<file path="src/rtl/core/date_difference_days_assert.svh">
// Assertion macros shared by the date difference RTL.
`ifndef DATE_DIFFERENCE_DAYS_ASSERT_SVH
`define DATE_DIFFERENCE_DAYS_ASSERT_SVH

// Same-cycle implication, disabled while reset is low.
`define DDD_ASSERT_NOW(lbl, clk, rst_n, ante, cons, msg) \
    lbl: assert property (@(posedge clk) disable iff (!(rst_n)) (ante) |-> (cons)) \
        else $error(msg);

// Next-cycle implication, disabled while reset is low.
`define DDD_ASSERT_NEXT(lbl, clk, rst_n, ante, cons, msg) \
    lbl: assert property (@(posedge clk) disable iff (!(rst_n)) (ante) |=> (cons)) \
        else $error(msg);

`endif

</file>
<file path="src/rtl/core/ddd_pkg.sv">
// Widths, limits and calendar tables for the date difference block.
package ddd_pkg;

    localparam int unsigned DAY_W   = 5;
    localparam int unsigned MONTH_W = 4;
    localparam int unsigned YEAR_W  = 14;
    localparam int unsigned DNUM_W  = 22;
    localparam int unsigned COUNT_W = 23;

    localparam logic [MONTH_W-1:0] MONTH_MIN = 4'd1;
    localparam logic [MONTH_W-1:0] MONTH_FEB = 4'd2;
    localparam logic [MONTH_W-1:0] MONTH_MAX = 4'd12;
    localparam logic [YEAR_W-1:0]  YEAR_MIN  = 14'd1;
    localparam logic [YEAR_W-1:0]  YEAR_MAX  = 14'd9999;

    // floor(x / 25) = (x * 5243) >> 17 for x below 43690
    localparam logic [12:0] RECIP_25   = 13'd5243;
    localparam int unsigned RECIP_SH   = 17;
    // x divisible by 25 iff (x * inv25 mod 4096) <= 163, x below 4096
    localparam logic [11:0] INV25_MOD  = 12'd3113;
    localparam logic [11:0] MULT25_LIM = 12'd163;
    localparam logic [8:0]  DAYS_YEAR  = 9'd365;

    typedef logic [DAY_W-1:0]          t_day;
    typedef logic [MONTH_W-1:0]        t_month;
    typedef logic [YEAR_W-1:0]         t_year;
    typedef logic [DNUM_W-1:0]         t_dnum;
    typedef logic signed [COUNT_W-1:0] t_count;

    // Days before the first of month m, counting years from March 1.
    function automatic logic [8:0] month_offset(input t_month m);
        logic [8:0] r;
        case (m)
            4'd3:    r = 9'd0;
            4'd4:    r = 9'd31;
            4'd5:    r = 9'd61;
            4'd6:    r = 9'd92;
            4'd7:    r = 9'd122;
            4'd8:    r = 9'd153;
            4'd9:    r = 9'd184;
            4'd10:   r = 9'd214;
            4'd11:   r = 9'd245;
            4'd12:   r = 9'd275;
            4'd1:    r = 9'd306;
            4'd2:    r = 9'd337;
            default: r = 9'd0;
        endcase
        return r;
    endfunction

    function automatic t_day month_days(input t_month m, input logic leap);
        t_day r;
        case (m)
            4'd1, 4'd3, 4'd5, 4'd7, 4'd8, 4'd10, 4'd12: r = 5'd31;
            4'd4, 4'd6, 4'd9, 4'd11:                    r = 5'd30;
            4'd2:                                       r = leap ? 5'd29 : 5'd28;
            default:                                    r = 5'd0;
        endcase
        return r;
    endfunction

    function automatic logic is_mult25(input logic [11:0] x);
        logic [23:0] p;
        p = {12'b0, x} * {12'b0, INV25_MOD};
        return p[11:0] <= MULT25_LIM;
    endfunction

endpackage

</file>
<file path="src/rtl/core/date_difference_days.sv">
// Date difference top level: two Gregorian dates in, signed day count out.
//
// Input: pulse start with both dates and include-end on the i_ ports; the
// transfer happens at the clock edge where start is high and busy is low.
// busy stays low, so a new pair may come in every cycle.
// Output: o_done is high for exactly one cycle with o_day_count and
// o_bad_date valid; the transfer is taken at the edge ending that cycle.
// The receiver cannot stall, results are never held.
// o_done rises once the pair has passed the input register and then the
// result register. Throughput: one pair per cycle.
// Each date becomes a March-based day number through one constant multiply
// (365 * year) and a reciprocal multiply for the century term, added in the
// single stage between the two registers.
// Invalid dates give o_bad_date = 1 and o_day_count = 0.
// Reset (synchronous, active low) drops all in-flight transfers; no strobe
// follows an item accepted before reset.
module date_difference_days (
    input  logic                  i_clk,
    input  logic                  i_rst_n,
    input  logic                  start,
    output logic                  busy,
    input  ddd_pkg::t_day         i_day_a,
    input  ddd_pkg::t_month       i_month_a,
    input  ddd_pkg::t_year        i_year_a,
    input  ddd_pkg::t_day         i_day_b,
    input  ddd_pkg::t_month       i_month_b,
    input  ddd_pkg::t_year        i_year_b,
    input  logic                  i_include_end,
    output logic                  o_done,
    output ddd_pkg::t_count       o_day_count,
    output logic                  o_bad_date
);

    `include "date_difference_days_assert.svh"

    function automatic logic f_leap(input ddd_pkg::t_year y);
        logic div100;
        logic div400;
        div100 = ddd_pkg::is_mult25(y[13:2]);
        div400 = (y[3:2] == 2'b00) && ddd_pkg::is_mult25({2'b00, y[13:4]});
        return (y[1:0] == 2'b00) && (!div100 || div400);
    endfunction

    function automatic logic f_valid(input ddd_pkg::t_day d, input ddd_pkg::t_month m,
                                     input ddd_pkg::t_year y);
        logic ok_y;
        logic ok_m;
        ok_y = y inside {[ddd_pkg::YEAR_MIN:ddd_pkg::YEAR_MAX]};
        ok_m = m inside {[ddd_pkg::MONTH_MIN:ddd_pkg::MONTH_MAX]};
        return ok_y && ok_m && (d != '0) && (d <= ddd_pkg::month_days(m, f_leap(y)));
    endfunction

    function automatic ddd_pkg::t_dnum f_day_number(input ddd_pkg::t_day d,
                                                   input ddd_pkg::t_month m,
                                                   input ddd_pkg::t_year y);
        ddd_pkg::t_year yy;
        logic [11:0]    q4;
        logic [24:0]    p100;
        logic [7:0]     q100;
        logic [5:0]     q400;
        logic [22:0]    y365;
        logic [22:0]    sum;
        yy   = (m <= ddd_pkg::MONTH_FEB) ? y - 14'd1 : y;
        q4   = yy[13:2];
        p100 = {13'b0, q4} * {12'b0, ddd_pkg::RECIP_25};
        q100 = p100[24:ddd_pkg::RECIP_SH];
        q400 = q100[7:2];
        y365 = {9'b0, yy} * {14'b0, ddd_pkg::DAYS_YEAR};
        sum  = y365 + {11'b0, q4} - {15'b0, q100} + {17'b0, q400}
             + {14'b0, ddd_pkg::month_offset(m)} + {18'b0, d};
        return sum[21:0];
    endfunction

    // input register
    logic             r_vld;
    ddd_pkg::t_day    r_day_a, r_day_b;
    ddd_pkg::t_month  r_month_a, r_month_b;
    ddd_pkg::t_year   r_year_a, r_year_b;
    logic             r_inc;

    // result register
    logic             r_done;
    ddd_pkg::t_count  r_count;
    logic             r_bad;

    ddd_pkg::t_dnum   dnum_a, dnum_b;
    ddd_pkg::t_count  diff;
    logic             bad;
    ddd_pkg::t_count  n_count;
    logic             accept;

    assign busy   = 1'b0;
    assign accept = start && !busy;

    always_comb begin
        dnum_a  = f_day_number(r_day_a, r_month_a, r_year_a);
        dnum_b  = f_day_number(r_day_b, r_month_b, r_year_b);
        bad     = !f_valid(r_day_a, r_month_a, r_year_a)
               || !f_valid(r_day_b, r_month_b, r_year_b);
        diff    = $signed({1'b0, dnum_b}) - $signed({1'b0, dnum_a});
        if (bad) begin
            n_count = '0;
        end else if (diff > 0) begin
            n_count = diff + $signed({22'b0, r_inc});
        end else begin
            n_count = diff - $signed({22'b0, r_inc});
        end
    end

    always_ff @(posedge i_clk) begin
        if (!i_rst_n) begin
            r_vld  <= 1'b0;
            r_done <= 1'b0;
        end else begin
            r_vld  <= accept;
            r_done <= r_vld;
        end
    end

    always_ff @(posedge i_clk) begin
        if (accept) begin
            r_day_a   <= i_day_a;
            r_month_a <= i_month_a;
            r_year_a  <= i_year_a;
            r_day_b   <= i_day_b;
            r_month_b <= i_month_b;
            r_year_b  <= i_year_b;
            r_inc     <= i_include_end;
        end
        if (r_vld) begin
            r_count <= n_count;
            r_bad   <= bad;
        end
    end

    assign o_done      = r_done;
    assign o_day_count = r_count;
    assign o_bad_date  = r_bad;

    `DDD_ASSERT_NEXT(a_pipe_fill, i_clk, i_rst_n, accept, r_vld, "accepted pair not captured")
    `DDD_ASSERT_NEXT(a_pipe_done, i_clk, i_rst_n, r_vld, o_done, "captured pair gave no result")
    `DDD_ASSERT_NEXT(a_bad_flag, i_clk, i_rst_n, r_vld && bad,
                     o_bad_date && (o_day_count == '0), "invalid date not flagged as zero")
    `DDD_ASSERT_NEXT(a_inc_nonzero, i_clk, i_rst_n, r_vld && !bad && r_inc,
                     o_day_count != '0, "include-end count came out zero")

endmodule
</file>
<file path="config.mk">
export PLATFORM = sky130hd
export DESIGN_NAME = date_difference_days
export DESIGN_NICKNAME = d
export VERILOG_FILES = /design/src/rtl/core/ddd_pkg.sv /design/src/rtl/core/date_difference_days.sv
export VERILOG_INCLUDE_DIRS = /design/src /design/src/rtl/core
export SDC_FILE = /design/constraint.sdc
export NUM_CORES = 1
export LEC_CHECK = 0
export BUFFER_PORTS_ARGS = -buffer_cell sky130_fd_sc_hd__buf_4
export CORE_AREA = 2 2 215 217
export CTS_CLUSTER_SIZE = 8
export DETAILED_ROUTE_END_ITERATION = 8
export DIE_AREA = 0 0 217 219
export PLACE_DENSITY_LB_ADDON = 0.1
export SYNTH_ARGS = -nofsm -noshare
export SYNTH_HDL_FRONTEND = slang
export SYNTH_SLANG_ARGS = --single-unit
</file>
<file path="constraint.sdc">
create_clock -name i_clk -period 30.6 [get_ports i_clk]
set_input_delay 4.59 -clock i_clk [delete_from_list [all_inputs] [get_ports i_clk]]
set_output_delay 4.59 -clock i_clk [all_outputs]
set_load 0.03 [all_outputs]
</file>
==> results of run 1 <==
[Yosys cell counts, types with 11 or more instances]
cell type    n  share of area, %
o21ai_0     59               1.3
mux2i_1     11              0.49
edfxtp_1    71               9.5
nor2_1      88               1.5
fa_1       294                26
nor3_1      37              0.83
xnor2_1    110               4.3
a21oi_1     95               2.1
ha_1       502                28
nand3_1     27              0.60
clkbuf_1    13              0.22
nor4_1      14              0.39
nand2_1     59              0.99
and2_1      12              0.33
inv_1      573               9.6
dfxtp_1     20               1.8
nor2b_1     13              0.36
xor2_1      51               2.0
o21a_1      22              0.74
o21bai_1    13              0.44
a31oi_1     15              0.42
nand2b_1    22              0.61
a21o_1      36               1.2
[layout by cell type (no fill, tap or decap), drive strengths merged, types with 7 or more instances in the layout]
cell type / Yosys / routed
nor4: 15 / 15
nand4: 10 / 10
and2: 12 / 12
a21o: 36 / 36
o21bai: 13 / 13
a31oi: 17 / 17
nand2b: 22 / 22
o31ai: 10 / 10
nand3: 27 / 27
and3: 10 / 10
o21ai: 64 / 64
clkbuf: 13 / 10
o21a: 22 / 22
edfxtp: 71 / 71
nand2: 59 / 59
dfxtp: 20 / 20
or2: 10 / 10
nor2: 88 / 88
or3: 7 / 7
a21oi: 96 / 96
xnor2: 110 / 110
buf: 2 / 96
a211oi: 8 / 8
mux2i: 11 / 11
nor3: 37 / 37
o211ai: 9 / 9
nor2b: 13 / 13
fa: 294 / 294
inv: 573 / 578
ha: 502 / 502
xor2: 51 / 51
nand3b: 7 / 7
and4: 7 / 7
[logic make-up after synthesis]
group	Yosys count
adder cells (fa/ha/maj)	796
buffers and inverters	588
AND/OR/NAND/NOR	341
AO/OA/AOI/OAI	335
XOR/XNOR	161
flip-flops	91
multiplexers	11
other	1
[layer usage]
metal	vias up	wire [um]
met5	-	0
met4	0	1043
met3	46	2331
met2	302	22270
met1	7625	24920
li1	7841	-
[final timing paths]
check | start | to | slack, ns | depth (start not counted)
worst min-delay path | r_month_a[3] | flip-flop | 0.85 | 3
worst max register to register | r_month_b[2] | o_day_count[19] | 11.95 | 63
worst max-delay path | r_month_b[2] | o_day_count[19] | 11.95 | 63
worst min register to register | r_month_a[3] | flip-flop | 0.85 | 3
[final cells by class]
cell class / instances / area, sq um / share of cell area [%]
multi-input cells: 1645 / 17680 / 73.33
clock inverters: 6 / 45.04 / 0.1868
well taps: 600 / 750.7 / 3.113
clock buffers: 10 / 229.0 / 0.9496
inverters: 573 / 2151 / 8.920
repair buffers: 96 / 720.7 / 2.989
flip-flops and latches: 91 / 2532 / 10.50
diodes: 1 / 2.502 / 0.01038
[stage by stage]
step	hold slack (ns)	worst slack (ns)	instances
2_1_floorplan	0.6440	13.76	2324
3_3_place_gp	0.8238	12.40	3005
3_5_place_dp	0.8414	12.07	3005
4_1_cts	0.8491	12.00	3021
5_1_grt	0.9037	10.66	3021
6_report	0.8490	11.95	3022
[critical path: cells and delay by family, from the launching register on]
family | cells | cell delay (ns)
buf+inv | 4 | 0.42
compound gates | 23 | 5.75
xor+xnor | 5 | 1.64
fa+ha+maj | 15 | 6.64
simple gates | 16 | 3.46
flops | 1 | 0.43
==> impl_metrics.tcl, run 1 <==
set metrics [dict create \
    status "complete, no violations" \
    min_period_ns 18.65 \
    drv_slew 0 \
    rsz0062_at_grt "no" \
    crit_type "reg2reg" \
    syn-mean-instance-area_sq_um 9.652 \
    globalRouteMet1Util_pct 32.85 \
    port_buffers 74 \
    place_congestion 0.9283 \
    via_count 15810 \
    syn_inst 2324 \
    drive_gt1_share_pct 5.824 \
    ys_types 75 \
    tightest_slew_ns 1.136 \
    clockBufferDepth 2 \
    syn_to_final_growth_pct 7.497 \
    synth_compound_area_share_pct 9.924 \
    clock-sinks 91 \
    grt_pass1_wl_um 84120 \
    use_met3_pct 3.493 \
    yosys-mux-area-fraction_pct 0.4909 \
    grt_max_degree 57 \
    finish.utilization_pct 53.48 \
    arrival_ns 18.76 \
    cp_common_cell "fa_1" \
    clk_latency_ns 0.39 \
    hold_buffers 0 \
    tns_ns 0 \
    cpMaxStageDelayCell "xor2_1" \
    period_share_pct 60.96 \
    start_util_pct 49.75 \
    postCtsSetupRepairBufs 0 \
    post_cts_resized 0 \
    cts_tree "done" \
    synth_top_family_by_area "adder cells" \
    synth_xor_area_share_pct 6.287 \
    drc 0 \
    overflow 0 \
    final_antenna_net_count 0 \
    nNetsFinal 3262 \
    ios 76 \
    maxSlewHeadroom_pct 24.08 \
    start_kind "flip-flop" \
    hold_path.class "reg2reg" \
    h-tree-depth 3 \
    syn-num-nets 3170 \
    drt-pass1-iter-count 5 \
    die_w_um 217 \
    yosysWarnings 0 \
    drt-total-wl_um 50570 \
    worstPathMaxFanout 22 \
    std_cell_rows 78 \
    grtUsageMet2_pct 35.08 \
    synth-main-ff-cell "edfxtp_1" \
    drv_cap 0 \
    core_area_sq_um 45090 \
    grt_use_total_pct 22.58 \
    synthSimpleGateAreaFrac_pct 7.860 \
    synth_area_sq_um 22430 \
    busiest_layer "met2" \
    setup_viol 0 \
    cp-end-kind "flip-flop" \
    grt_pass1_vias 16260 \
    synth_edf_count 71 \
    cpPeakStageDelay_ns 0.84 \
    routed_via_density 5.233 \
    place.detailed.hpwl_um 44520 \
    wl_per_cell_um 16.73 \
    placed_cell_area_sq_um 23840 \
    drt_iter0_markers 919 \
    fmax_mhz 53.61 \
    cts-buffers-inserted 9 \
    ys_seq_area_share_pct 11.29 \
    n_fill_cell 4255 \
    ys_seq_elements 91 \
    die_area_sq_um 47520 \
    root_buffer "clkbuf_16" \
    dieHeight_um 219 \
    fin_skew_ns 0.006935 \
    clk_pin_slew_ns 0.07 \
    finalHoldViolations 0 \
    synth_fa_ha_area_share_pct 54.24 \
    design_area_sq_um 24110 \
    async_flop_share_pct 0 \
    required_ns 30.71 \
    antenna_found_initial 0 \
]
Power of run 1 is not shown: default switching activity piles up to over one toggle a cycle in this logic, so the estimate is an artifact.
==> run 2, diff against run 1 <==
- ABC_AREA: not set -> 1
- CORE_AREA: 2 2 215 217 -> 2 2 220 222
- DIE_AREA: 0 0 217 219 -> 0 0 222 224
- clock period: 30.6 -> 19.3 ns (I/O delays scaled with it)
==> impl_metrics.tcl, run 2 <==
set metrics [dict create \
    status "complete, no violations" \
    drt-total-wl_um 55500 \
    async_flop_share_pct 0 \
    cpMaxStageDelayCell "xor2_1" \
    drt_iter0_markers 830 \
    grt_use_total_pct 23.77 \
    root_buffer "clkbuf_16" \
    cts_tree "done" \
    die_area_sq_um 49730 \
    die_w_um 222 \
    yosysTopAreaCellShare_pct 26.84 \
    hold_path.class "reg2reg" \
    diodes 0 \
    design_area_sq_um 25080 \
    yosys-top-cells-count "737 x inv_1, 502 x ha_1, 368 x nand2_1" \
    routed_via_density 5.071 \
    tns_ns 0 \
    ys_types 61 \
    ys_seq_area_share_pct 10.82 \
    arrival_ns 15.82 \
    nNetsFinal 3684 \
    place.detailed.hpwl_um 49480 \
    placed_cell_area_sq_um 24780 \
    drv_cap 0 \
    syn_to_final_growth_pct 7.174 \
    hold_path_depth 3 \
    synth-main-ff-cell "edfxtp_1" \
    grt_pass1_vias 18500 \
    overflow 0 \
    clock-sinks 91 \
    drv_slew 0 \
    min_period_ns 15.70 \
    finish.utilization_pct 52.98 \
    clk_latency_ns 0.39 \
    crit_type "reg2reg" \
    tightest_slew_ns 1.228 \
    ys_seq_elements 91 \
    core_area_sq_um 47350 \
    cpPeakStageDelay_ns 0.89 \
    rsz0062_at_grt "no" \
    yosysMostFrequentCell "inv_1" \
    drt-pass1-iter-count 5 \
    setup_viol 0 \
    post_cts_resized 0 \
    required_ns 19.42 \
    syn_inst 2746 \
    cp-end-kind "flip-flop" \
    finalHoldViolations 0 \
    postCtsSetupRepairBufs 0 \
    grt_pass1_wl_um 93630 \
    r2r_cells 72 \
    via_count 17540 \
    synth_area_sq_um 23400 \
    wl_per_cell_um 16.05 \
    start_kind "flip-flop" \
    ios 76 \
    worstPathMaxFanout 24 \
    maxSlewHeadroom_pct 17.26 \
    h-tree-depth 3 \
    fmax_mhz 63.69 \
    drc 0 \
    syn-num-nets 3592 \
    n_fill_cell 4522 \
    fin_skew_ns 0.01757 \
    final_common_cell "inv_1" \
    final_antenna_net_count 0 \
    std_cell_rows 80 \
    mostFrequentLayoutCells "737 x inv_1, 502 x ha_1, 368 x nand2_1" \
    drive_gt1_share_pct 5.452 \
    synth_area_leader_cell "ha_1" \
    syn-mean-instance-area_sq_um 8.523 \
    clockBufferDepth 2 \
    antenna_found_initial 0 \
    cp_common_cell "nand2_1" \
    synth_edf_count 71 \
    place_congestion 0.9478 \
    cts-buffers-inserted 9 \
    period_share_pct 81.35 \
    grt_max_degree 59 \
    clk_pin_slew_ns 0.07 \
    port_buffers 74 \
    hold_buffers 0 \
    yosysWarnings 0 \
    start_util_pct 49.43 \
    dieHeight_um 224 \
    synth_area_leaders "ha_1 27%, fa_1 25%, inv_1 12%" \
]
## run 2: layer usage
| layer | GRT usage [%] | up-vias | part of all wire [%] |
|---|---|---|---|
| li1 | - | 8847 | - |
| met3 | 2.584 | 78 | 3.3 |
| met5 | 0 | - | 0 |
| met1 | 31.90 | 8284 | 47 |
| met2 | 40.14 | 328 | 46 |
| met4 | 8.021 | 0 | 3.2 |
## run 2: path summary, 6_finish.rpt
kind / slack (ns) / startpoint / end
setup / recovery: 3.60 / r_month_b[3] / o_day_count[12]
hold / removal: 0.72 / r_month_a[2] / flip-flop
setup reg to reg: 3.60 / r_month_b[3] / o_day_count[12]
hold reg to reg: 0.72 / r_month_a[2] / flip-flop
## run 2: cell families (layout without fill, tap and decap cells)
kind of cell    count (synthesis)  in the layout  share of synthesized area [%]
simple gates                  654            654                          12.18
flops                          91             91                          10.82
xor+xnor                      135            135                          5.052
fa+ha+maj                     796            796                          51.98
buf+inv                       746            843                          12.05
compound gates                323            323                          7.896
other cells                     1              1                        0.01602
## run 2: layout make-up
type | count | area [sq um] | share of cell area [%]
multi-input combinational | 1909 | 18050 | 71.96
inverter | 740 | 2778 | 11.07
sequential | 91 | 2532 | 10.10
tap | 615 | 769.5 | 3.068
timing repair buffer | 87 | 653.1 | 2.604
clock buffer | 10 | 229.0 | 0.9128
clock inverter | 6 | 71.32 | 0.2843
## run 2: worst max-delay path, delay by kind of cell, from the launching register on
kind,cells,cell delay [ns]
DFF,1,0.47
xor gates and xnor gates,3,1.35
and+or+nand+nor,34,3.93
adders and majority gates,15,6.88
buffers and inverters,6,0.33
AOI/OAI and AO/OA,14,2.44
## run 2: metrics by stage
stage               setup WS (ns)  hold WS [ns]  instances
detailed placement          3.724        0.6956       3442
CTS                         3.616        0.7141       3458
global placement            4.047        0.6785       3442
finish                      3.598        0.7209       3458
floorplan                   5.505        0.6074       2746
global route                2.184        0.7446       3458
Power of run 2 is left out for the same reason.
==> run 3, diff against run 2 <==
- ABC_AREA: 1 -> 0
- CORE_AREA: 2 2 220 222 -> 2 2 215 217
- DIE_AREA: 0 0 222 224 -> 0 0 217 219
- clock period: 19.3 -> 14.59 ns (I/O delays scaled with it)
==> impl_metrics.tcl, run 3 (synthesis gave the netlist of run 1 again) <==
set metrics [dict create \
    status "complete, but fails checks" \
    failed_checks "negative setup slack" \
    drt-total-wl_um 57320 \
    cpMaxStageDelayCell "fa_2" \
    via_count 17600 \
    clk_latency_ns 0.36 \
    drt-pass1-iter-count 6 \
    r2r_cells 70 \
    period_share_pct 106.9 \
    core_area_sq_um 45090 \
    grt_max_degree 57 \
    drv_slew 0 \
    nNetsFinal 3700 \
    cp-end-kind "flip-flop" \
    dieHeight_um 219 \
    worstSetupStartpoint "r_month_b[2]" \
    min_period_ns 15.60 \
    final_antenna_net_count 0 \
    mostFrequentLayoutCells "562 x inv_1, 518 x buf_4, 478 x ha_1" \
    tightest_slew_ns 1.116 \
    clock-sinks 91 \
    crit_type "reg2reg" \
    fin_hold_ws_ns 0.8595 \
    setup_viol 20 \
    h-tree-depth 3 \
    tns_ns -13.51 \
    syn_to_final_growth_pct 27.08 \
    wl_met3_um 2985 \
    antenna_found_initial 1 \
    top_layer "met4" \
    maxSlewHeadroom_pct 25.49 \
    hold_path.class "reg2reg" \
    drive_gt1_share_pct 25.30 \
    cpPeakStageDelay_ns 0.56 \
    reg2reg_setup_slack_ns -1.01 \
    place_congestion 0.9318 \
    placed_cell_area_sq_um 27110 \
    ios 76 \
    grt_pass1_wl_um 94420 \
    drt_iter0_markers 827 \
    r2r-start "r_month_b[2]" \
    start_util_pct 49.75 \
    overflow 0 \
    grt_use_total_pct 25.01 \
    wl_met1_um 28110 \
    start_kind "flip-flop" \
    std_cell_rows 78 \
    clockBufferDepth 2 \
    design_area_sq_um 28500 \
    hold_buffers 0 \
    cp-endpoint "o_day_count[22]" \
    cts_tree "done" \
    instances_no_fill 3459 \
    grt_pass1_vias 18550 \
    fin_skew_ns 0.008070 \
    r2r-end "o_day_count[22]" \
    rsz0062_at_grt "yes" \
    worstPathMaxFanout 4 \
    final_common_cell "inv_1" \
    required_ns 14.70 \
    fin_ws_ns -1.013 \
    wl_met2_um 25530 \
    arrival_ns 15.71 \
    routed_via_density 5.088 \
    drc 0 \
    finalHoldViolations 0 \
    die_area_sq_um 47520 \
    root_buffer "clkbuf_16" \
    port_buffers 74 \
    cts-buffers-inserted 9 \
    place.detailed.hpwl_um 49790 \
    wl_per_cell_um 16.57 \
    die_w_um 217 \
    fmax_mhz 64.09 \
    clk_pin_slew_ns 0.06 \
    dp_cells 3398 \
    drv_cap 0 \
]
==> run 3: layout make-up <==
type	count	area (sq um)
Sequential cell	91	2532
Clock buffer	10	229.0
Tap cell	600	750.7
Timing Repair Buffer	534	4071
Clock inverter	5	78.83
Multi-Input combinational cell	1645	18690
Antenna cell	1	2.502
Fill cell	3851	16580
Inverter	573	2151
==> run 3: how the worst min path moves through the flow <==
| stage | from | cells past startpoint | endpoint | slack (ns) |
|---|---|---|---|---|
| after floorplan | r_month_a[2] | 3 | flip-flop | 0.64 |
| after global placement | r_inc | 2 | o_day_count[0] | 0.83 |
| after detailed placement | r_inc | 2 | o_day_count[0] | 0.82 |
| after CTS | r_inc | 2 | o_day_count[0] | 0.83 |
| after global routing | r_inc | 2 | o_day_count[0] | 0.87 |
| final | r_inc | 2 | o_day_count[0] | 0.86 |
==> run 3: repair_timing <==
item | in CTS | in global routing
buffers inserted | 13 | 34
gates cloned | 0 | 1
hold endpoints to repair | 0 | 0
pin swaps | 53 | 81
setup endpoints to repair | 20 | 22
gates resized for setup | 36 | 109
==> run 3: layer usage <==
layer / global-route usage [%] / vias up
met3: 3.728 / 43
li1: - / 8731
met1: 37.28 / 8513
met5: 0 / -
met4: 4.201 / 0
met2: 38.92 / 311
==> run 3: metrics by stage <==
stage                     util [%]  setup WS (ns)
after global routing         63.21         -1.724
after CTS                    61.41        -0.9711
final                        63.22         -1.013
after global placement       60.13        -0.9770
after floorplan                  -        -0.9181
after detailed placement     60.13         -1.157
==> run 3: critical path, delay by kind of cell, from the launching register on <==
family                   cells  cell delay, ns
XOR/XNOR                     2            0.41
adder cells (fa/ha/maj)     15            6.12
AND/OR/NAND/NOR             18            3.29
flip-flops                   1            0.38
AO/OA/AOI/OAI               24            4.32
buffers and inverters       11            0.80
Power of run 3 is left out for the same reason.
